===== src/rtl/pssv_pkg.sv =====
package pssv_pkg;

    localparam logic [31:0] SNAP_MAGIC   = 32'h4650_4952;
    localparam logic [15:0] SNAP_VERSION = 16'd1;

    localparam logic [2:0] ST_OK         = 3'd0;
    localparam logic [2:0] ST_BAD_HEADER = 3'd1;
    localparam logic [2:0] ST_COUNT      = 3'd2;
    localparam logic [2:0] ST_TRUNCATED  = 3'd3;
    localparam logic [2:0] ST_BAD_STATE  = 3'd4;
    localparam logic [2:0] ST_OWNERSHIP  = 3'd5;
    localparam logic [2:0] ST_TRAILING   = 3'd6;

    localparam logic KIND_FIELD  = 1'b0;
    localparam logic KIND_STATUS = 1'b1;

    localparam logic [3:0] FLD_FLAGS         = 4'd0;
    localparam logic [3:0] FLD_OWNER         = 4'd1;
    localparam logic [3:0] FLD_NONNEG_FIRST  = 4'd11;
    localparam logic [5:0] REC_LAST_POS      = 6'd48;

    typedef struct packed {
        logic        kind;
        logic [11:0] record_index;
        logic [3:0]  field_index;
        logic [31:0] word_value;
        logic [2:0]  status;
        logic        last;
    } result_t;

    typedef struct packed {
        logic    first_valid;
        result_t first;
        logic    second_valid;
        result_t second;
    } push_t;

endpackage


===== src/rtl/pssv_if.sv =====
interface pssv_in_if;
    logic       valid;
    logic       ready;
    logic [7:0] data_byte;
    logic       end_of_blob;

    modport source (output valid, output data_byte, output end_of_blob, input ready);
    modport sink (input valid, input data_byte, input end_of_blob, output ready);
endinterface

interface pssv_out_if;
    logic        valid;
    logic        ready;
    logic        kind;
    logic [11:0] record_index;
    logic [3:0]  field_index;
    logic [31:0] word_value;
    logic [2:0]  status;
    logic        last;

    modport source (
        output valid, output kind, output record_index, output field_index,
        output word_value, output status, output last, input ready
    );
    modport sink (
        input valid, input kind, input record_index, input field_index,
        input word_value, input status, input last, output ready
    );
endinterface


===== src/rtl/pssv_core.sv =====
module pssv_core
    import pssv_pkg::*;
#(
    parameter int MAX_RECORDS = 4096
)
(
    input  logic        clk,
    input  logic        rst_n,
    input  logic        fire,
    input  logic [7:0]  data_byte,
    input  logic        end_of_blob,
    input  logic        cfg_write_en,
    input  logic [12:0] cfg_write_data,
    output push_t       push
);

    localparam logic [1:0] PH_HEADER = 2'd0;
    localparam logic [1:0] PH_RECORD = 2'd1;
    localparam logic [1:0] PH_DONE   = 2'd2;
    localparam logic [15:0] MAX_LIM  = 16'(MAX_RECORDS);

    logic [12:0] expected_count_reg;
    logic [1:0]  phase_reg, phase_next;
    logic [5:0]  bp_reg, bp_next;
    logic [12:0] rc_reg, rc_next;
    logic [31:0] wa_reg, wa_next;
    logic [15:0] sc_reg, sc_next;
    logic [2:0]  err_reg, err_next;
    logic        grab_reg, grab_next;
    logic        ob_reg, ob_next;

    logic        fw_valid;
    result_t     fw;
    result_t     sw;

    function automatic logic [31:0] take_byte(
        input logic [31:0] w,
        input logic [7:0]  b,
        input logic [1:0]  k
    );
        logic [31:0] r;
        case (k)
            2'd0:    r = {24'b0, b};
            2'd1:    r = w | {16'b0, b, 8'b0};
            2'd2:    r = w | {8'b0, b, 16'b0};
            default: r = w | {b, 24'b0};
        endcase
        return r;
    endfunction

    always_comb
    begin
        logic [2:0] pos3;
        logic [1:0] kk;
        logic [5:0] pm1;
        logic [3:0] fld;
        logic       bad;
        logic [2:0] st;

        phase_next = phase_reg;
        bp_next    = bp_reg;
        rc_next    = rc_reg;
        wa_next    = wa_reg;
        sc_next    = sc_reg;
        err_next   = err_reg;
        grab_next  = grab_reg;
        ob_next    = ob_reg;
        fw_valid   = 1'b0;
        fw         = '0;
        fw.kind    = KIND_FIELD;
        fw.record_index = rc_reg[11:0];
        fw.last    = ~end_of_blob;
        pos3 = bp_reg[2:0];
        kk   = '0;
        pm1  = bp_reg - 6'd1;
        fld  = pm1[5:2] + 4'd1;
        bad  = 1'b0;
        st   = ST_OK;

        if (err_reg == ST_OK)
        begin
            case (phase_reg)
                PH_HEADER:
                begin
                    kk = (pos3 < 3'd4) ? pos3[1:0] : {1'b0, pos3[0]};
                    wa_next = take_byte(wa_reg, data_byte, kk);
                    if (pos3 == 3'd3 && wa_next != SNAP_MAGIC)
                        err_next = ST_BAD_HEADER;
                    else if (pos3 == 3'd5 && wa_next[15:0] != SNAP_VERSION)
                        err_next = ST_BAD_HEADER;
                    if (pos3 == 3'd7)
                    begin
                        sc_next = wa_next[15:0];
                        bp_next = '0;
                        rc_next = '0;
                        if (wa_next[15:0] != {3'b0, expected_count_reg} ||
                            wa_next[15:0] > MAX_LIM)
                            err_next = ST_COUNT;
                        else
                            phase_next = (wa_next[15:0] == 16'd0) ? PH_DONE : PH_RECORD;
                    end
                    else
                    begin
                        bp_next = {3'b0, pos3} + 6'd1;
                    end
                end
                PH_RECORD:
                begin
                    if (bp_reg == 6'd0)
                    begin
                        if (|data_byte[7:2])
                        begin
                            err_next = ST_BAD_STATE;
                        end
                        else
                        begin
                            grab_next = data_byte[1];
                            fw_valid = 1'b1;
                            fw.field_index = FLD_FLAGS;
                            fw.word_value = {24'b0, data_byte};
                            bp_next = 6'd1;
                        end
                    end
                    else
                    begin
                        wa_next = take_byte(wa_reg, data_byte, pm1[1:0]);
                        if (pm1[1:0] == 2'd3)
                        begin
                            if (fld == FLD_OWNER)
                            begin
                                ob_next = grab_reg ? (wa_next == 32'd0) : (wa_next != 32'd0);
                                fw_valid = 1'b1;
                            end
                            else
                            begin
                                bad = &wa_next[30:23];
                                if (fld >= FLD_NONNEG_FIRST && wa_next[31] && |wa_next[30:0])
                                    bad = 1'b1;
                                if (bad)
                                    err_next = ST_BAD_STATE;
                                else
                                    fw_valid = 1'b1;
                            end
                            fw.field_index = fld;
                            fw.word_value = wa_next;
                        end
                        if (err_next == ST_OK)
                        begin
                            if (bp_reg >= REC_LAST_POS)
                            begin
                                if (ob_next)
                                begin
                                    err_next = ST_OWNERSHIP;
                                end
                                else
                                begin
                                    rc_next = rc_reg + 13'd1;
                                    bp_next = '0;
                                    if ({3'b0, rc_next} == sc_reg)
                                        phase_next = PH_DONE;
                                end
                            end
                            else
                            begin
                                bp_next = bp_reg + 6'd1;
                            end
                        end
                    end
                end
                default:
                begin
                    err_next = ST_TRAILING;
                end
            endcase
        end

        st = err_next;
        if (st == ST_OK)
        begin
            if (phase_next == PH_HEADER)
                st = ST_BAD_HEADER;
            else if (phase_next == PH_RECORD)
                st = (bp_next == 6'd0) ? ST_TRUNCATED : ST_BAD_STATE;
        end
        sw        = '0;
        sw.kind   = KIND_STATUS;
        sw.status = st;
        sw.last   = 1'b1;

        if (end_of_blob)
        begin
            phase_next = PH_HEADER;
            bp_next    = '0;
            rc_next    = '0;
            wa_next    = '0;
            sc_next    = '0;
            err_next   = ST_OK;
            grab_next  = 1'b0;
            ob_next    = 1'b0;
        end
    end

    assign push.first_valid  = fire & fw_valid;
    assign push.first        = fw;
    assign push.second_valid = fire & end_of_blob;
    assign push.second       = sw;

    always_ff @(posedge clk or negedge rst_n)
    begin
        if (!rst_n)
        begin
            expected_count_reg <= '0;
            phase_reg <= PH_HEADER;
            bp_reg    <= '0;
            rc_reg    <= '0;
            wa_reg    <= '0;
            sc_reg    <= '0;
            err_reg   <= ST_OK;
            grab_reg  <= 1'b0;
            ob_reg    <= 1'b0;
        end
        else
        begin
            if (cfg_write_en)
                expected_count_reg <= cfg_write_data;
            if (fire)
            begin
                phase_reg <= phase_next;
                bp_reg    <= bp_next;
                rc_reg    <= rc_next;
                wa_reg    <= wa_next;
                sc_reg    <= sc_next;
                err_reg   <= err_next;
                grab_reg  <= grab_next;
                ob_reg    <= ob_next;
            end
        end
    end

endmodule


===== src/rtl/pssv_queue.sv =====
module pssv_queue
    import pssv_pkg::*;
(
    input  logic             clk,
    input  logic             rst_n,
    input  push_t            push,
    output logic             space_ok,
    pssv_out_if.source       out_ch
);

    result_t    slot_reg [4];
    logic [2:0] count_reg, count_next;
    logic [1:0] head_reg, tail_reg;
    logic [1:0] tail_plus1;
    logic [1:0] n_push;
    logic       pop;
    result_t    first_item;
    result_t    head_item;

    assign n_push     = {1'b0, push.first_valid} + {1'b0, push.second_valid};
    assign first_item = push.first_valid ? push.first : push.second;
    assign tail_plus1 = tail_reg + 2'd1;
    assign pop        = out_ch.valid & out_ch.ready;
    assign count_next = count_reg + {1'b0, n_push} - {2'b0, pop};
    assign space_ok   = (count_reg <= 3'd2);

    assign head_item           = slot_reg[head_reg];
    assign out_ch.valid        = (count_reg != 3'd0);
    assign out_ch.kind         = head_item.kind;
    assign out_ch.record_index = head_item.record_index;
    assign out_ch.field_index  = head_item.field_index;
    assign out_ch.word_value   = head_item.word_value;
    assign out_ch.status       = head_item.status;
    assign out_ch.last         = head_item.last;

    always_ff @(posedge clk)
    begin
        if (n_push != 2'd0)
            slot_reg[tail_reg] <= first_item;
        if (n_push == 2'd2)
            slot_reg[tail_plus1] <= push.second;
    end

    always_ff @(posedge clk or negedge rst_n)
    begin
        if (!rst_n)
        begin
            count_reg <= '0;
            head_reg  <= '0;
            tail_reg  <= '0;
        end
        else
        begin
            count_reg <= count_next;
            tail_reg  <= tail_reg + n_push;
            if (pop)
                head_reg <= head_reg + 2'd1;
        end
    end

endmodule


===== src/rtl/prop_snapshot_stream_validator.sv =====
// Validates a snapshot blob arriving one byte per beat on in_ch and emits each decoded
// field word, then a status beat on the final byte, on out_ch. Header and record checks
// are a byte counter, a word shift-in and a few compares that update state at the
// accepting edge. Each byte's results go into a four-entry queue at that edge and, if
// it was empty, the first is offered on out_ch in the next cycle. in_ch is ready
// whenever the queue has two free entries, so bytes flow at one per cycle while out_ch
// keeps up. The final byte of a blob may yield a field word plus a status beat; out_ch
// drains one result per cycle while ready. expected_count holds across blobs and must be
// written via cfg_write_en / cfg_write_data by the user only between blobs (unenforced).
module prop_snapshot_stream_validator
    import pssv_pkg::*;
#(
    parameter int MAX_RECORDS = 4096
)
(
    input  logic        clk,
    input  logic        rst_n,
    pssv_in_if.sink     in_ch,
    pssv_out_if.source  out_ch,
    input  logic        cfg_write_en,
    input  logic [12:0] cfg_write_data
);

    logic  fire;
    logic  space_ok;
    push_t push;

    assign in_ch.ready = space_ok;
    assign fire        = in_ch.valid & space_ok;

    pssv_core #(
        .MAX_RECORDS (MAX_RECORDS)
    ) u_core (
        .clk            (clk),
        .rst_n          (rst_n),
        .fire           (fire),
        .data_byte      (in_ch.data_byte),
        .end_of_blob    (in_ch.end_of_blob),
        .cfg_write_en   (cfg_write_en),
        .cfg_write_data (cfg_write_data),
        .push           (push)
    );

    pssv_queue u_queue (
        .clk      (clk),
        .rst_n    (rst_n),
        .push     (push),
        .space_ok (space_ok),
        .out_ch   (out_ch)
    );

`ifndef SYNTHESIS
    a_status_fields_clear: assert property (@(posedge clk) disable iff (!rst_n)
        out_ch.valid && out_ch.kind == KIND_STATUS |->
            out_ch.last && out_ch.record_index == 12'd0 &&
            out_ch.field_index == 4'd0 && out_ch.word_value == 32'd0)
        else $error("status beat carries field data");

    a_field_status_zero: assert property (@(posedge clk) disable iff (!rst_n)
        out_ch.valid && out_ch.kind == KIND_FIELD |->
            out_ch.status == ST_OK && out_ch.field_index <= 4'd12)
        else $error("field beat malformed");

    a_empty_ready: assert property (@(posedge clk) disable iff (!rst_n)
        !out_ch.valid |-> in_ch.ready)
        else $error("input stalled with empty result queue");

    a_nonlast_then_status: assert property (@(posedge clk) disable iff (!rst_n)
        out_ch.valid && out_ch.ready && !out_ch.last |=>
            out_ch.valid && out_ch.kind == KIND_STATUS)
        else $error("non-last field beat not followed by status");
`endif

endmodule

===== src/flat_wrapper.sv =====
// flat-port wrapper written by rule: the top's interface ports become plain ports
module prop_snapshot_stream_validator_flat import pssv_pkg::*;
#(
    parameter int MAX_RECORDS = 4096
)
  (clk, rst_n, cfg_write_en, cfg_write_data, in_ch_valid, in_ch_data_byte, in_ch_end_of_blob, in_ch_ready, out_ch_valid, out_ch_kind, out_ch_record_index, out_ch_field_index, out_ch_word_value, out_ch_status, out_ch_last, out_ch_ready);
  pssv_in_if in_ch_i ();
  pssv_out_if out_ch_i ();
  input  logic clk;
  input  logic rst_n;
  input  logic cfg_write_en;
  input  logic [12:0] cfg_write_data;
  input wire logic [$bits(in_ch_i.valid)-1:0] in_ch_valid;
  input wire logic [$bits(in_ch_i.data_byte)-1:0] in_ch_data_byte;
  input wire logic [$bits(in_ch_i.end_of_blob)-1:0] in_ch_end_of_blob;
  output wire logic [$bits(in_ch_i.ready)-1:0] in_ch_ready;
  output wire logic [$bits(out_ch_i.valid)-1:0] out_ch_valid;
  output wire logic [$bits(out_ch_i.kind)-1:0] out_ch_kind;
  output wire logic [$bits(out_ch_i.record_index)-1:0] out_ch_record_index;
  output wire logic [$bits(out_ch_i.field_index)-1:0] out_ch_field_index;
  output wire logic [$bits(out_ch_i.word_value)-1:0] out_ch_word_value;
  output wire logic [$bits(out_ch_i.status)-1:0] out_ch_status;
  output wire logic [$bits(out_ch_i.last)-1:0] out_ch_last;
  input wire logic [$bits(out_ch_i.ready)-1:0] out_ch_ready;
  assign in_ch_i.valid = in_ch_valid;
  assign in_ch_i.data_byte = in_ch_data_byte;
  assign in_ch_i.end_of_blob = in_ch_end_of_blob;
  assign in_ch_ready = in_ch_i.ready;
  assign out_ch_valid = out_ch_i.valid;
  assign out_ch_kind = out_ch_i.kind;
  assign out_ch_record_index = out_ch_i.record_index;
  assign out_ch_field_index = out_ch_i.field_index;
  assign out_ch_word_value = out_ch_i.word_value;
  assign out_ch_status = out_ch_i.status;
  assign out_ch_last = out_ch_i.last;
  assign out_ch_i.ready = out_ch_ready;
  prop_snapshot_stream_validator #(.MAX_RECORDS(MAX_RECORDS)) u_core (.clk(clk), .rst_n(rst_n), .in_ch(in_ch_i), .out_ch(out_ch_i), .cfg_write_en(cfg_write_en), .cfg_write_data(cfg_write_data));
endmodule

===== config.mk =====
export PLATFORM = sky130hd
export DESIGN_NAME = prop_snapshot_stream_validator_flat
export DESIGN_NICKNAME = d
export VERILOG_FILES = /design/src/rtl/pssv_pkg.sv /design/src/rtl/pssv_if.sv /design/src/rtl/pssv_core.sv /design/src/rtl/pssv_queue.sv /design/src/rtl/prop_snapshot_stream_validator.sv /design/src/flat_wrapper.sv
export SDC_FILE = /design/constraint.sdc
export NUM_CORES = 1
export LEC_CHECK = 0
export ABC_AREA = 1
export BUFFER_PORTS_ARGS = -buffer_cell sky130_fd_sc_hd__clkbuf_2
export CAP_MARGIN = 10
export CORE_UTILIZATION = 30
export CTS_BUF_LIST = sky130_fd_sc_hd__clkbuf_2
export DETAILED_ROUTE_END_ITERATION = 8
export RECOVER_POWER = 50
export SKIP_CTS_REPAIR_TIMING = 1
export SYNTH_ARGS = -nofsm -noshare
export SYNTH_HDL_FRONTEND = slang
export SYNTH_SLANG_ARGS = --single-unit

===== constraint.sdc =====
create_clock -name clk -period 4.5 [get_ports clk]
set_input_delay 0.225 -clock clk [delete_from_list [all_inputs] [get_ports clk]]
set_output_delay 0.225 -clock clk [all_outputs]
set_load 0.005 [all_outputs]

# == Word-level counts from Yosys, hierarchy flattened ==
# Memories as Yosys holds them, arrays and structs flattened.
# Cells that the tools add are included.
# totals
register_bits,94
ram_bits,212
in_bits,27
out_inout_bits,55
elab_cells,197
memories,1
# mem_list
memory,words,word_bits,rd,rd_clocked_by_memory_dff,wr,line,source
u_core.u_queue.slot_reg,4,53,1,0,2,pssv_queue.sv:11,result_t slot_reg [4];
# classes
add_sub_neg,11
n_lt_le_gt_ge,5
n_eq_ne,23
n_mux,104
n_bitwise,8
reduce_logical,33
# ops
operator,count
2-to-1 mux 32 bit,8
one-hot mux 32 bit (3 select lines),2
2-to-1 mux 36 bit,4
2-to-1 mux 13 bit,7
2-to-1 mux 16 bit,4
one-hot mux 32 bit (2 select lines),1
2-to-1 mux 3 bit,21
2-to-1 mux 53 bit,1
2-to-1 mux 6 bit,7
logical NOT 32 bit,1
2-to-1 mux 1 bit,32
"inequality test 32 x 31 -> 1 bit, second input constant",1
bitwise OR 32 x 16 -> 32 bit,1
bitwise OR 32 x 24 -> 32 bit,1
bitwise OR 32 bit,1
nonzero test 32 bit,1
OR reduction 31 bit,1
one-hot mux 13 bit (2 select lines),1
2-to-1 mux 2 bit,11
equality test 13 x 16 -> 1 bit,1
"greater-than comparator 16 x 13 -> 1 bit, second input constant",1
logical NOT 16 bit,1
"inequality test 16 x 1 -> 1 bit, second input constant",1
inequality test 16 x 13 -> 1 bit,1
other kinds (39),73

# == Longest topological paths before layout ==
# Gate-level depths: netlist of the first run.
# logic_depth
ltp_word,31
mapped_depth,29
mapped_depth_nobuf,26

# == Hierarchy ==
# Synthesis of the first run repeated with hierarchy kept, for this count alone.
# unflattened
cells_unflattened,2558
hier_area_um2,19288.5
# modules_own_cells
mod,instances,cells_per_inst,area_per_inst_um2,seq_area_each_um2
pssv_queue,1,1427,11928.9,6541.3
pssv_core,1,1129,7352.1,2177.1
prop_snapshot_stream_validator,1,2,7.5,0.0

# == Worst setup path before layout of the first run ==
# No wires, ideal clock.
# synth_timing
path_kind,reg-to-reg
from,register u_core.u_core.bp_reg[0]
to,register u_core.u_queue.count_reg[2]
setup_time_ns,0.129
arrival_time_ns,3.880
required_ns,4.371
slack_ns,0.491
stages_incl_launch_ff,24
n_path_buf,3
synth_period_minus_slack_ns,4.009
cell_sequence,dfrtp_1 inv_1 buf_2 ha_1 buf_6 xnor2_1 inv_1 ha_1 nand3_1 nand2_1 nor2_1 nand2_1 nand2_1 nand2_2 o21ai_1 nand3_2 clkinv_1 buf_2 ha_1 inv_1 ha_1 fa_1 xnor2_1 xor2_1
# synth_via
elab_chain_len,24
word_cells_on_any_way,33
classes_between,add/sub: 5; order compare: 1; eq/ne: 4; mux: 16; bitwise: 1; reduce/logical: 6
# synth_lines
item,line,source
from (decl),pssv_core.sv:24,"logic [5:0] bp_reg, bp_next;"
from (signal assigned),pssv_core.sv:229,bp_reg <= bp_next;
subtractor 6 x 1 -> 6 bit,pssv_core.sv:75,pm1 = bp_reg - 6'd1;
"equality test 2 bit, or another cell as far along",pssv_core.sv:42,case (k)
one-hot mux 32 bit (3 select lines),pssv_core.sv:42,
2-to-1 mux 32 bit,pssv_core.sv:109,if (bp_reg == 6'd0)
2-to-1 mux 32 bit,pssv_core.sv:82,case (phase_reg)
2-to-1 mux 32 bit,pssv_core.sv:80,if (err_reg == ST_OK)
OR reduction 31 bit / logical AND 1 bit (equally long branches),pssv_core.sv:137,if (fld >= FLD_NONNEG_FIRST && wa_next[31] && |wa_next[30:0])
logical AND 1 bit,pssv_core.sv:137,
(+9 left out),--,
2-to-1 mux 1 bit (*),pssv_core.sv:109,
2-to-1 mux 1 bit (*),pssv_core.sv:82,
2-to-1 mux 1 bit (*),pssv_core.sv:80,
AND 1 bit (*),pssv_core.sv:203,assign push.first_valid = fire & fw_valid;
adder 1 x 1 -> 2 bit (*),pssv_queue.sv:20,"assign n_push = {1'b0, push.first_valid} + {1'b0, push.second_valid};"
adder 3 x 2 -> 3 bit (*),pssv_queue.sv:24,"assign count_next = count_reg + {1'b0, n_push} - {2'b0, pop};"
subtractor 3 x 1 -> 3 bit (*),pssv_queue.sv:24,
via u_core.u_queue.count_next[2],pssv_queue.sv:12,"logic [2:0] count_reg, count_next;"
to (signal assigned),pssv_queue.sv:54,count_reg <= count_next;
to (decl),pssv_queue.sv:12,
# Mark *: on every way through the listed nets, which the timed path passes. The rest lies on a longest branch. The select of a mux whose other input is x is not followed.
# A chain may end at the register's enable or synchronous reset.

==> key figures, run 1 <==
Clock tree
  • Htree depth: 3
  • Clock-pin slew on the worst setup and hold paths: 100 ps
  • CTS tree: built
  • Clock Latency Late Sink: 1060 ps
  • CTS max path bufs: 3
  • Root Buffer: clkbuf_2
  • Clock sink total: just over 300
  • Num CTS Buffers: 83

Pwr
  • Int Pwr: roughly 6900 uW
  • Part of the power in the clock network: 0.153
  • Total power: about 13000 uW
  • Worst IR Drop VDD: between 0.3 and 0.4 mV
  • PwrDens: a little over 700 mW/mm^2
  • Combinational fraction of design power: 0.492
  • Seq pwr share: 0.355
  • P_sw: 5898 uW
  • Sw frac: 0.4613
  • LEAKAGE: 0.008031 uW

Route
  • Routed WL: between 50000 and 60000 um
  • Wire per inst: between 15 and 20 um
  • DRC: 0
  • Initial DRC count: about 1300
  • Vias per cell: approximately 5.1
  • Pre-Repair DR Iteration Count: 5
  • Vias: approximately 16000
  • Antenna viol nets, final: 0

Global route
  • Initial antenna violation count: 2
  • Vias in the first global route: approximately 14000
  • First-pass GRT wire length: between 80000 and 90000 um
  • GRT Residual Overflow: 0
  • Gr usage total: 0.1939
  • Largest net degree at the start of global routing: just over 100

STA
  • Slew of the pin with the lowest slew margin: between 3000 and 4000 ps
  • Final Hold Slack: -3.922 ps
  • Setup WS post-layout: ~340 ps
  • Setup violators final: 0
  • Setup TNS: 0 ps
  • Final Hold Fails: 1
  • Final Max Slew Viols: 96
  • Fmax: 240.1 MHz
  • Slew headroom: -1.207
  • Fin crit period: 4165 ps
  • Unrepaired setup endpoints after global routing: no
  • Clk_skew: 69.71 ps
  • Period utilization: 0.9255

Yosys
  • Yosys warns: 0
  • Synth Instances: ~2100
  • Number of synthesized flops with an enable pin: 12
  • Largest cells by area after synthesis: dfxtp_1 26%, dfrtp_1 15%, o22ai_1 9.3%
  • Mapped Avg Cell Area: just over 7 um^2
  • Seq/Total Area, Yosys: 0.4344
  • Synth Flop Type: dfxtp_1
  • Area leader, netlist: dfxtp_1
  • Ys async rst share: 0.3072
  • Synth unique cells: 55
  • FF+latch count, synth: 306
  • Post-synth net total: 2187
  • Synth top area share: 0.2590
  • Synth Cell Area: 0.01546 mm^2

Place
  • Placer's final routability congestion estimate: between 0.9 and 1
  • Placed instance area: approximately 0.017 mm^2
  • Placed insts: approximately 2800
  • Pre-CTS WS: about 160 ps
  • Hpwl dp: approximately 35000 um
  • IO Port Bufs: slightly above 80

Floorplan
  • Die X: 229.0 um
  • Core area: between 0.05 and 0.06 mm^2
  • Die Y: 229.0 um
  • Die area: around 0.052 mm^2
  • Starting Density: 0.3063
  • Ports: just over 80
  • Number of core rows: 82

Finish
  • Max FFs per register: 212
  • Commonest non-fill, non-tap cell in the layout: nand2_1
  • Share of layout cells above drive strength 1: 0.1185
  • Design Area, Final: around 0.018 mm^2
  • Most frequent cells in the layout: 356 x nand2_1, 343 x inv_1, 231 x o22ai_1
  • Non-filler instance count after layout: approximately 3000
  • P&R area growth vs syn: 16.48%
  • Final-stage net count: approximately 2400

Status
  • Outcome: complete, but fails checks
  • Failing checks: negative hold slack, max-capacitance violations, max-slew violations

Worst setup path
  • CP Capture Type: flip-flop
  • CP Data Required Time: between 5000 and 6000 ps
  • Critical Path Start Type: flip-flop
  • Arrival @ worst endpoint: roughly 5000 ps
  • Reg2Reg Setup Slack: between 300 and 400 ps
  • Crit path kind: reg -> reg
  • CP Max Fanout: 37

Hold path
  • Hold Crit Class: in -> reg

Job
  • Max-cap violations: 2
path summary, 6_finish.rpt:
| path | from | endpoint | depth (start not counted) |
|---|---|---|---|
| min reg2reg | u_core.u_queue.slot_reg[1][52]$_SDFFE_PP1P_ | u_core.u_queue.slot_reg[1][52]$_SDFFE_PP1P_ | 2 |
| max reg2reg | u_core.u_core.bp_reg[1]$_DFFE_PN0P_ | u_core.u_queue.slot_reg[1][25]$_SDFFE_PP0P_ | 22 |
| max | u_core.u_core.bp_reg[1]$_DFFE_PN0P_ | u_core.u_queue.slot_reg[1][25]$_SDFFE_PP0P_ | 22 |
| min | in_ch_data_byte[2] | u_core.u_core.wa_reg[10]$_DFFE_PN0P_ | 7 |
| max in group asynchronous | rst_n | u_core.u_queue.head_reg[0]$_DFFE_PN0P_ | 4 |
| min in group asynchronous | rst_n | u_core.u_core.wa_reg[8]$_DFFE_PN0P_ | 4 |
layout make-up:
| class | instances | area [um^2] |
|---|---|---|
| clock buffer | 119 | 595.6 |
| tap | 672 | 840.8 |
| antenna | 4 | 10.01 |
| inverter | 356 | 1341 |
| sequential | 306 | 6718 |
| clock inverter | 26 | 118.9 |
| multi-input combinational | 1369 | 6957 |
| timing repair buffer | 195 | 1428 |
| fill | 5421 | 32470 |
power groups by stage:
stage | Sequential, uW | Clock [uW] | Combinational (uW)
after detailed placement | 4580 | 0 | 6230
after floorplan | 4400 | 0 | 4380
after CTS | 4530 | 2020 | 6260
final | 4540 | 1950 | 6290
after global routing | 4670 | 2150 | 7030
after global placement | 4530 | 0 | 6150
Yosys cell counts, types with 4 or more instances:
library cell,instances
mux2_2,5
buf_6,4
nand2_2,4
edfxtp_1,12
clkbuf_1,93
o21ai_1,25
nor4_1,5
ha_1,16
a21oi_1,170
nand2_1,354
buf_4,4
inv_1,344
nand4_1,22
o22ai_1,231
nor2_2,4
nand3_1,71
inv_2,5
dfrtp_1,94
o21ai_0,178
clkinv_1,6
nor3_1,14
nand3_2,4
nor2_1,200
xnor2_1,4
buf_2,8
dfxtp_1,200
a22oi_1,5
xor2_1,22
layer usage:
layer | GRT usage | wire length (um) | vias to the layer above | part of all wire
met5 | 0 | 0 | - | 0
met2 | 0.2932 | 23790 | 587 | 0.45
met1 | 0.2696 | 24270 | 7370 | 0.46
li1 | - | - | 7523 | -
met3 | 0.04507 | 3849 | 71 | 0.073
met4 | 0.06604 | 837 | 0 | 0.016
worst max-delay path, cell delays in order (launching register included):
cell and delay, ps:
dfrtp_1 420, inv_4 110, ha_2 290, inv_2 170
nand2_2 200, nor2_1 70, nor2_1 160, inv_1 90
nor2_1 130, nand2_1 80, nor2_1 100, nand2_1 110
nand2_1 90, nand2_2 70, o21ai_1 120, nand3_1 190
ha_1 330, nor3_1 290, clkinv_1 210, o21ai_4 120
buf_4 190, buf_12 230, o22ai_1 120
metrics by stage:
step	hold WS (ps)	utilization
after floorplan	-70.59	-
after global placement	439.5	0.3287
after detailed placement	439.7	0.3287
after CTS	-762.0	0.3429
after global routing	-20.67	0.3568
final	-3.922	0.3568
logic make-up (layout without fill, tap and decap cells):
kind of cell | Yosys count | after routing | synth area share
compound gates | 628 | 629 | 0.2281
xor+xnor | 26 | 26 | 0.01473
fa+ha+maj | 17 | 17 | 0.01424
buf+inv | 469 | 696 | 0.1177
flops | 306 | 306 | 0.4344
mux | 5 | 5 | 0.003641
other cells | 0 | 4 | 0
simple gates | 692 | 692 | 0.1873
(Power assumes the default switching activity.)
==> run 2, diff against run 1 <==
- ABC_AREA: 1 -> default
- RECOVER_POWER: 50 -> default
==> key figures, run 2 <==
STA
  • Final Hold Fails: 0 (-1)
  • Slew headroom: 0.3007 (+1.508)
  • Final Max Slew Viols: 0 (-100%)
  • Setup violators final: 0 (unchanged)
  • Final Hold Slack: 77.36 ps (+81.28 ps)
  • Clk_skew: 105.5 ps (+35.80 ps)
  • Fmax: 230.6 MHz (-4.0%)
  • Setup TNS: 0 ps (unchanged)
  • Period utilization: 0.9636 (+0.03815)
  • Fin crit period: 4336 ps (+171.7 ps)
  • Setup WS post-layout: 163.7 ps (-171.7 ps)
  • Slew of the pin with the lowest slew margin: 1042 ps (-2269 ps)

Global route
  • Gr usage total: 0.1978 (+0.003844)
  • GRT Residual Overflow: 0 (unchanged)
  • Largest net degree at the start of global routing: 60 (-41%)
  • Initial antenna violation count: 2 (unchanged)
  • Vias in the first global route: 13199 (-7.1%)
  • First-pass GRT wire length: 78290 um (-2.5%)

Route
  • Antenna viol nets, final: 0 (unchanged)
  • Vias per cell: 5.577 (+9.3%)
  • Vias: 13841 (-11%)
  • Routed WL: 50990 um (-3.3%)
  • DRC: 0 (unchanged)
  • Wire per inst: 20.54 um (+19%)
  • Initial DRC count: 1342 (+3.5%)
  • Pre-Repair DR Iteration Count: 6 (+1)

Yosys
  • Ys async rst share: 0.3072 (unchanged)
  • Post-Synth Simple-Gate Area: 0.1482 (-0.03905)
  • Mapped Avg Cell Area: 9.817 um^2 (+36%)
  • Seq/Total Area, Yosys: 0.4422 (+0.007838)
  • Post-synthesis xor/xnor area fraction: 0.01730 (+0.002573)
  • Mux contribution to synthesized area: 0.09211 (+0.08847)
  • Area leader, netlist: dfxtp_1
  • Synth Area in Compound Gates: 0.2451 (+0.01705)
  • Synth unique cells: 87 (+58%)
  • Top post-synthesis cells by count: 200 x dfxtp_1, 193 x a22o_1, 160 x nand2_1
  • Synth Instances: 1547 (-28%)
  • Most common cell in the netlist: dfxtp_1
  • Synth top area share: 0.2636 (+0.004672)
  • FF+latch count, synth: 306 (unchanged)
  • Largest family of logic cells by synthesized area: compound AO/OA/AOI/OAI gates
  • Synth Cell Area: 0.01519 mm^2 (-1.8%)
  • Post-synth net total: 1591 (-27%)
  • Adder-Cell Fraction of Synth Area: 0.01450 (+0.0002570)
  • Synth Flop Type: dfxtp_1
  • Yosys warns: 0 (unchanged)
  • Largest cells by area after synthesis: dfxtp_1 26%, dfrtp_1 15%, a22o_1 11%
  • Number of synthesized flops with an enable pin: 12 (unchanged)

Worst setup path
  • CP Capture Type: flip-flop
  • Crit path kind: reg -> reg
  • Top cell by count, worst path: xnor2_2
  • CP cell instances: buf_4 -> or4_4 -> nand2_2 -> ha_1 -> xnor2_2 -> xnor2_2 -> or2_2 -> o21a_1 -> a221o_1 -> nor3_4 -> or4b_1 -> nand3b_1 -> or4b_4 -> or2_4 -> a221oi_1
  • CP Data Required Time: 5350 ps (+20 ps)
  • CP Max Fanout: 13 (-65%)
  • Slowest stage delay, CP: 540 ps (+120 ps)
  • Arrival @ worst endpoint: 5190 ps (+200 ps)
  • Critical Path Start Type: flip-flop
  • Slowest cell on crit path: or4b_4

Floorplan
  • Die area: 0.05153 mm^2 (-1.8%)
  • Starting Density: 0.3033 (-0.002962)
  • Core area: 0.05007 mm^2 (-0.81%)
  • Number of core rows: 82 (unchanged)
  • Die Y: 227.0 um (-0.88%)
  • Ports: 82 (unchanged)
  • Die X: 227.0 um (-0.88%)

Clock tree
  • CTS max path bufs: 3 (unchanged)
  • Clock Latency Late Sink: 1090 ps (+30 ps)
  • Root Buffer: clkbuf_2
  • CTS tree: built
  • Num CTS Buffers: 82 (-1.2%)
  • Clock-pin slew on the worst setup and hold paths: 110 ps (about the same)
  • Htree depth: 3 (unchanged)
  • Clock sink total: 306 (unchanged)

Finish
  • Final core occ: 0.3684 (+0.01162)
  • Commonest non-fill, non-tap cell in the layout: dfxtp_1
  • Max FFs per register: 212 (unchanged)
  • Final-stage net count: 1796 (-24%)
  • Share of layout cells above drive strength 1: 0.2489 (+0.1304)
  • Most frequent cells in the layout: 200 x dfxtp_1, 199 x clkbuf_2, 193 x a22o_1
  • Fillers: 5118 (-5.6%)
  • P&R area growth vs syn: 21.44%

Place
  • Pre-CTS WS: -59.83 ps (-223.9 ps)
  • Placer's final routability congestion estimate: 0.8839 (-5.1%)
  • Hpwl dp: 34710 um (-1.5%)
  • IO Port Bufs: 81 (unchanged)

Pwr
  • Total power: 9537 uW (-25%)
  • Worst IR Drop VDD: 0.3448 mV (+1.7%)
  • PwrDens: 517.1 mW/mm^2 (-27%)
  • LEAKAGE: 0.007560 uW (-5.9%)

Job
  • Max-cap violations: 0 (-2)

Hold path
  • Hold Crit Class: in -> reg

Status
  • Outcome: completed
[run 2: changes by cell type after synthesis, moves of 19 or more]
cell	before	now
xnor2_1	4	23
o21ai_1	25	5
inv_1	344	29
nand2_1	354	160
nand3_1	71	19
mux4_2	0	53
o22ai_1	231	3
nor2_1	200	96
o21ai_0	178	102
a22o_1	0	193
o31ai_1	2	31
a21oi_1	170	74
[run 2: final cells by class]
cell class,instances,area [um^2],share of cell area
Clock buffer,119,595.6,0.03229
Clock inverter,21,180.2,0.009769
Antenna cell,2,5.005,0.0002714
Tap cell,672,840.8,0.04559
Inverter,30,115.1,0.006241
Timing Repair Buffer,247,1922,0.1042
Sequential cell,306,6725,0.3646
Multi-Input combinational cell,1085,8060,0.4370
[run 2: metal layers]
metal | vias to the layer above | share of wire | global-route usage
met4 | 0 | 0.028 | 0.07902
li1 | 6320 | - | -
met2 | 529 | 0.44 | 0.2897
met1 | 6906 | 0.47 | 0.2830
met5 | - | 0 | 0
met3 | 86 | 0.063 | 0.04027
[run 2: per-stage QoR]
step | cell area (um^2) | std cells
3_5_place_dp | 16860 | 2273
3_3_place_gp | 16860 | 2273
6_report | 18440 | 2482
4_1_cts | 17640 | 2413
2_1_floorplan | 15260 | 1547
5_1_grt | 18440 | 2482
[run 2: cells by family (layout without fill, tap and decap cells)]
group,Yosys count,count (layout)
adders and majority gates,17,17
muxes,72,72
other,0,2
and+or+nand+nor,455,455
AOI/OAI and AO/OA,511,511
xor gates and xnor gates,30,30
DFF,306,306
buffers and inverters,156,417
[run 2: worst max-delay path, delay by kind of cell, from the launching register on]
family / cells / cell delay (ps)
and+or+nand+nor: 8 / 2230
AOI/OAI and AO/OA: 3 / 760
DFF: 1 / 440
xor gates and xnor gates: 2 / 270
buffers and inverters: 1 / 200
adders and majority gates: 1 / 200
[run 2: power by group]
| group | internal (uW) | switching (uW) | total, uW | leakage, uW |
|---|---|---|---|---|
| logic | 1610 | 2420 | 4040 | 0.00401 |
| registers | 2950 | 431 | 3380 | 0.00297 |
| clock network | 885 | 1230 | 2110 | 0.000579 |
| total | 5450 | 4090 | 9540 | 0.00756 |
[run 2: final timing paths]
check / from / end / slack, ps / depth (start not counted)
worst max-delay path: u_core.u_core.bp_reg[0]$_DFFE_PN0P_ / u_core.u_queue.slot_reg[0][3]$_DFFE_PP_ / 160 / 15
worst min-delay path: out_ch_ready / u_core.u_queue.head_reg[0]$_DFFE_PN0P_ / 80 / 4
worst max register to register: u_core.u_core.bp_reg[0]$_DFFE_PN0P_ / u_core.u_queue.slot_reg[0][3]$_DFFE_PP_ / 160 / 15
worst min register to register: u_core.u_queue.slot_reg[0][52]$_SDFFE_PP1P_ / u_core.u_queue.slot_reg[0][52]$_SDFFE_PP1P_ / 450 / 2
max in group asynchronous: rst_n / u_core.u_core.wa_reg[22]$_DFFE_PN0P_ / 3700 / 4
min in group asynchronous: rst_n / u_core.u_core.wa_reg[5]$_DFFE_PN0P_ / 260 / 4
==> run 3, diff against run 2 <==
- ABC_AREA: default -> 1
- CORE_ASPECT_RATIO: default -> 1.5
- CTS_CLUSTER_SIZE: default -> 40
==> key figures, run 3 (synthesis gave the netlist of run 1 again) <==
Status
  • Outcome: completed

Route
  • Metal-1 WL: 21680 um (-8.6%)
  • Antenna viol nets, final: 0 (unchanged)
  • Highest metal used: met4
  • Pre-Repair DR Iteration Count: 6 (unchanged)
  • Vias: 15178 (+9.7%)
  • DRC: 0 (unchanged)
  • Met2 WL: 26470 um (+17%)
  • Routed WL: 52160 um (+2.3%)
  • Wire per inst: 17.44 um (-15%)
  • Initial DRC count: 1032 (-23%)
  • Vias per cell: 5.075 (-9.0%)
  • Metal3 WL: 2321 um (-27%)

STA
  • Period utilization: 0.9139 (-0.04969)
  • Slew of the pin with the lowest slew margin: 914.2 ps (-127.8 ps)
  • Final Max Slew Viols: 0 (unchanged)
  • Unrepaired setup endpoints after global routing: no
  • Clk_skew: 113.9 ps (+8.351 ps)
  • Final Hold Fails: 0 (unchanged)
  • Fmax: 243.2 MHz (+5.4%)
  • Setup violators final: 0 (unchanged)
  • Fin crit period: 4113 ps (-223.6 ps)
  • Setup WS post-layout: 387.3 ps (+223.6 ps)
  • Final Hold Slack: 6.933 ps (-70.42 ps)
  • Slew headroom: 0.3906 (+0.08987)
  • Setup TNS: 0 ps (unchanged)

Clock tree
  • Num CTS Buffers: 74 (-9.8%)
  • Root Buffer: clkbuf_2
  • CTS max path bufs: 3 (unchanged)
  • Clock-pin slew on the worst setup and hold paths: 140 ps (+30 ps)
  • Htree depth: 3 (unchanged)
  • Clock Latency Late Sink: 1010 ps (-80 ps)
  • Clock sink total: 306 (unchanged)
  • CTS tree: built

Worst setup path
  • Worst R2R Path Depth: 24 (+9)
  • Arrival @ worst endpoint: 5050 ps (-140 ps)
  • Reg-to-reg endpoint: u_core.u_queue.count_reg[2]$_DFF_PN0_
  • CP Capture Type: flip-flop
  • Crit path kind: reg -> reg
  • R2r startpoint: u_core.u_core.bp_reg[1]$_DFFE_PN0P_
  • Critical Path Start Type: flip-flop
  • CP Max Fanout: 12 (-1)
  • CP Data Required Time: 5440 ps (+90 ps)
  • Reg2Reg Setup Slack: 390 ps (+220 ps)

Finish
  • Design Area, Final: 0.01778 mm^2 (-3.6%)
  • P&R area growth vs syn: 14.99%
  • Most frequent cells in the layout: 354 x nand2_1, 343 x inv_1, 231 x o22ai_1
  • Share of layout cells above drive strength 1: 0.1207 (-0.1282)
  • Commonest non-fill, non-tap cell in the layout: nand2_1
  • Non-filler instance count after layout: 2991 (+21%)
  • Final-stage net count: 2312 (+29%)
  • Max FFs per register: 212 (unchanged)

Place
  • Placed instance area: 0.01659 mm^2 (-1.6%)
  • Placed insts: 2815 (+24%)
  • Hpwl dp: 36000 um (+3.7%)
  • IO Port Bufs: 81 (unchanged)
  • Pre-CTS WS: 302.4 ps (+362.2 ps)
  • Placer's final routability congestion estimate: 0.9234 (+4.5%)

Floorplan
  • Starting Density: 0.3043 (+0.001016)
  • Ports: 82 (unchanged)
  • Number of core rows: 101 (+23%)
  • Core area: 0.05080 mm^2 (+1.5%)
  • Die Y: 280.0 um (+23%)
  • Die area: 0.05247 mm^2 (+1.8%)
  • Die X: 187.4 um (-17%)

Global route
  • Initial antenna violation count: 2 (unchanged)
  • Largest net degree at the start of global routing: 86 (+43%)
  • First-pass GRT wire length: 82060 um (+4.8%)
  • Vias in the first global route: 14941 (+13%)
  • GRT Residual Overflow: 0 (unchanged)
  • Gr usage total: 0.1972 (-0.0005990)

Job
  • Max-cap violations: 0 (unchanged)

Hold path
  • Hold Crit Class: in -> reg
  • Hold path cells: 5 (+1)
  • Worst Hold End: u_core.u_core.wa_reg[24]$_DFFE_PN0P_
  • Min-Delay Startpoint: in_ch_data_byte[0]

Pwr
  • Worst IR Drop VDD: 0.2167 mV (-37%)
  • LEAKAGE: 0.007920 uW (+4.8%)
  • PwrDens: 721.6 mW/mm^2 (+40%)
[run 3: changes by cell type in the layout (fill, tap and decap cells not counted), sizes merged, moves of 56 or more]
cell | before | now
o21ai | 107 | 204
a21oi | 76 | 172
nor2 | 97 | 207
a22o | 193 | 0
nand2 | 161 | 360
nand3 | 19 | 75
buf | 111 | 37
inv | 33 | 351
o22ai | 3 | 231
[run 3: area by class of cell]
| class | count | area [um^2] |
|---|---|---|
| clock inverter | 17 | 140.1 |
| timing repair buffer | 162 | 1211 |
| tap | 669 | 837.1 |
| antenna | 2 | 5.005 |
| fill | 5504 | 33020 |
| multi-input combinational | 1368 | 6969 |
| inverter | 356 | 1341 |
| sequential | 306 | 6719 |
| clock buffer | 111 | 555.5 |
[run 3: per-layer routing]
metal,vias up,GRT usage
li1,7392,-
met1,7234,0.2298
met2,460,0.3548
met3,92,0.02839
met4,0,0.08974
met5,-,0
[run 3: worst max path at each step]
stage                                              startpoint                                 endpoint  slack (ps)  cells after the start
after floorplan           u_core.u_core.bp_reg[0]$_DFFE_PN0P_    u_core.u_queue.count_reg[2]$_DFF_PN0_         490                     23
after global placement    u_core.u_core.bp_reg[1]$_DFFE_PN0P_    u_core.u_queue.count_reg[2]$_DFF_PN0_         340                     24
after detailed placement  u_core.u_core.bp_reg[1]$_DFFE_PN0P_    u_core.u_queue.count_reg[2]$_DFF_PN0_         300                     24
after CTS                 u_core.u_core.bp_reg[1]$_DFFE_PN0P_  u_core.u_queue.slot_reg[0][2]$_DFFE_PP_         350                     23
after global routing      u_core.u_core.bp_reg[1]$_DFFE_PN0P_    u_core.u_queue.count_reg[2]$_DFF_PN0_          60                     23
final                     u_core.u_core.bp_reg[1]$_DFFE_PN0P_    u_core.u_queue.count_reg[2]$_DFF_PN0_         390                     24
[run 3: critical path, stage by stage (launching register included)]
cell and delay (ps):
dfrtp_2 480, inv_4 120, ha_1 270, inv_2 180, nand2_2 210, nor2_1 80, nor2_1 190, nand2_1 80
nor2_1 160, nand2_1 70, nor2_1 100, nand2_1 110, nand2_1 90, nand2_2 100, o21ai_1 160, nand3_2 100
ha_1 320, inv_1 40, ha_1 270, inv_1 60, ha_1 150, inv_1 50, fa_1 370, xnor2_1 180
xor2_1 160
[run 3: power by group]
part | internal (uW) | total (uW) | switching [uW]
logic | 2260 | 6330 | 4070
clock network | 774 | 1950 | 1170
registers | 3920 | 4550 | 631
[run 3: through the flow]
stage               total power (uW)    util
global placement               10690  0.3265
detailed placement             10840  0.3265
finish                         12830  0.3500
CTS                            12820  0.3402
floorplan                       8780       -
global route                   13940  0.3500
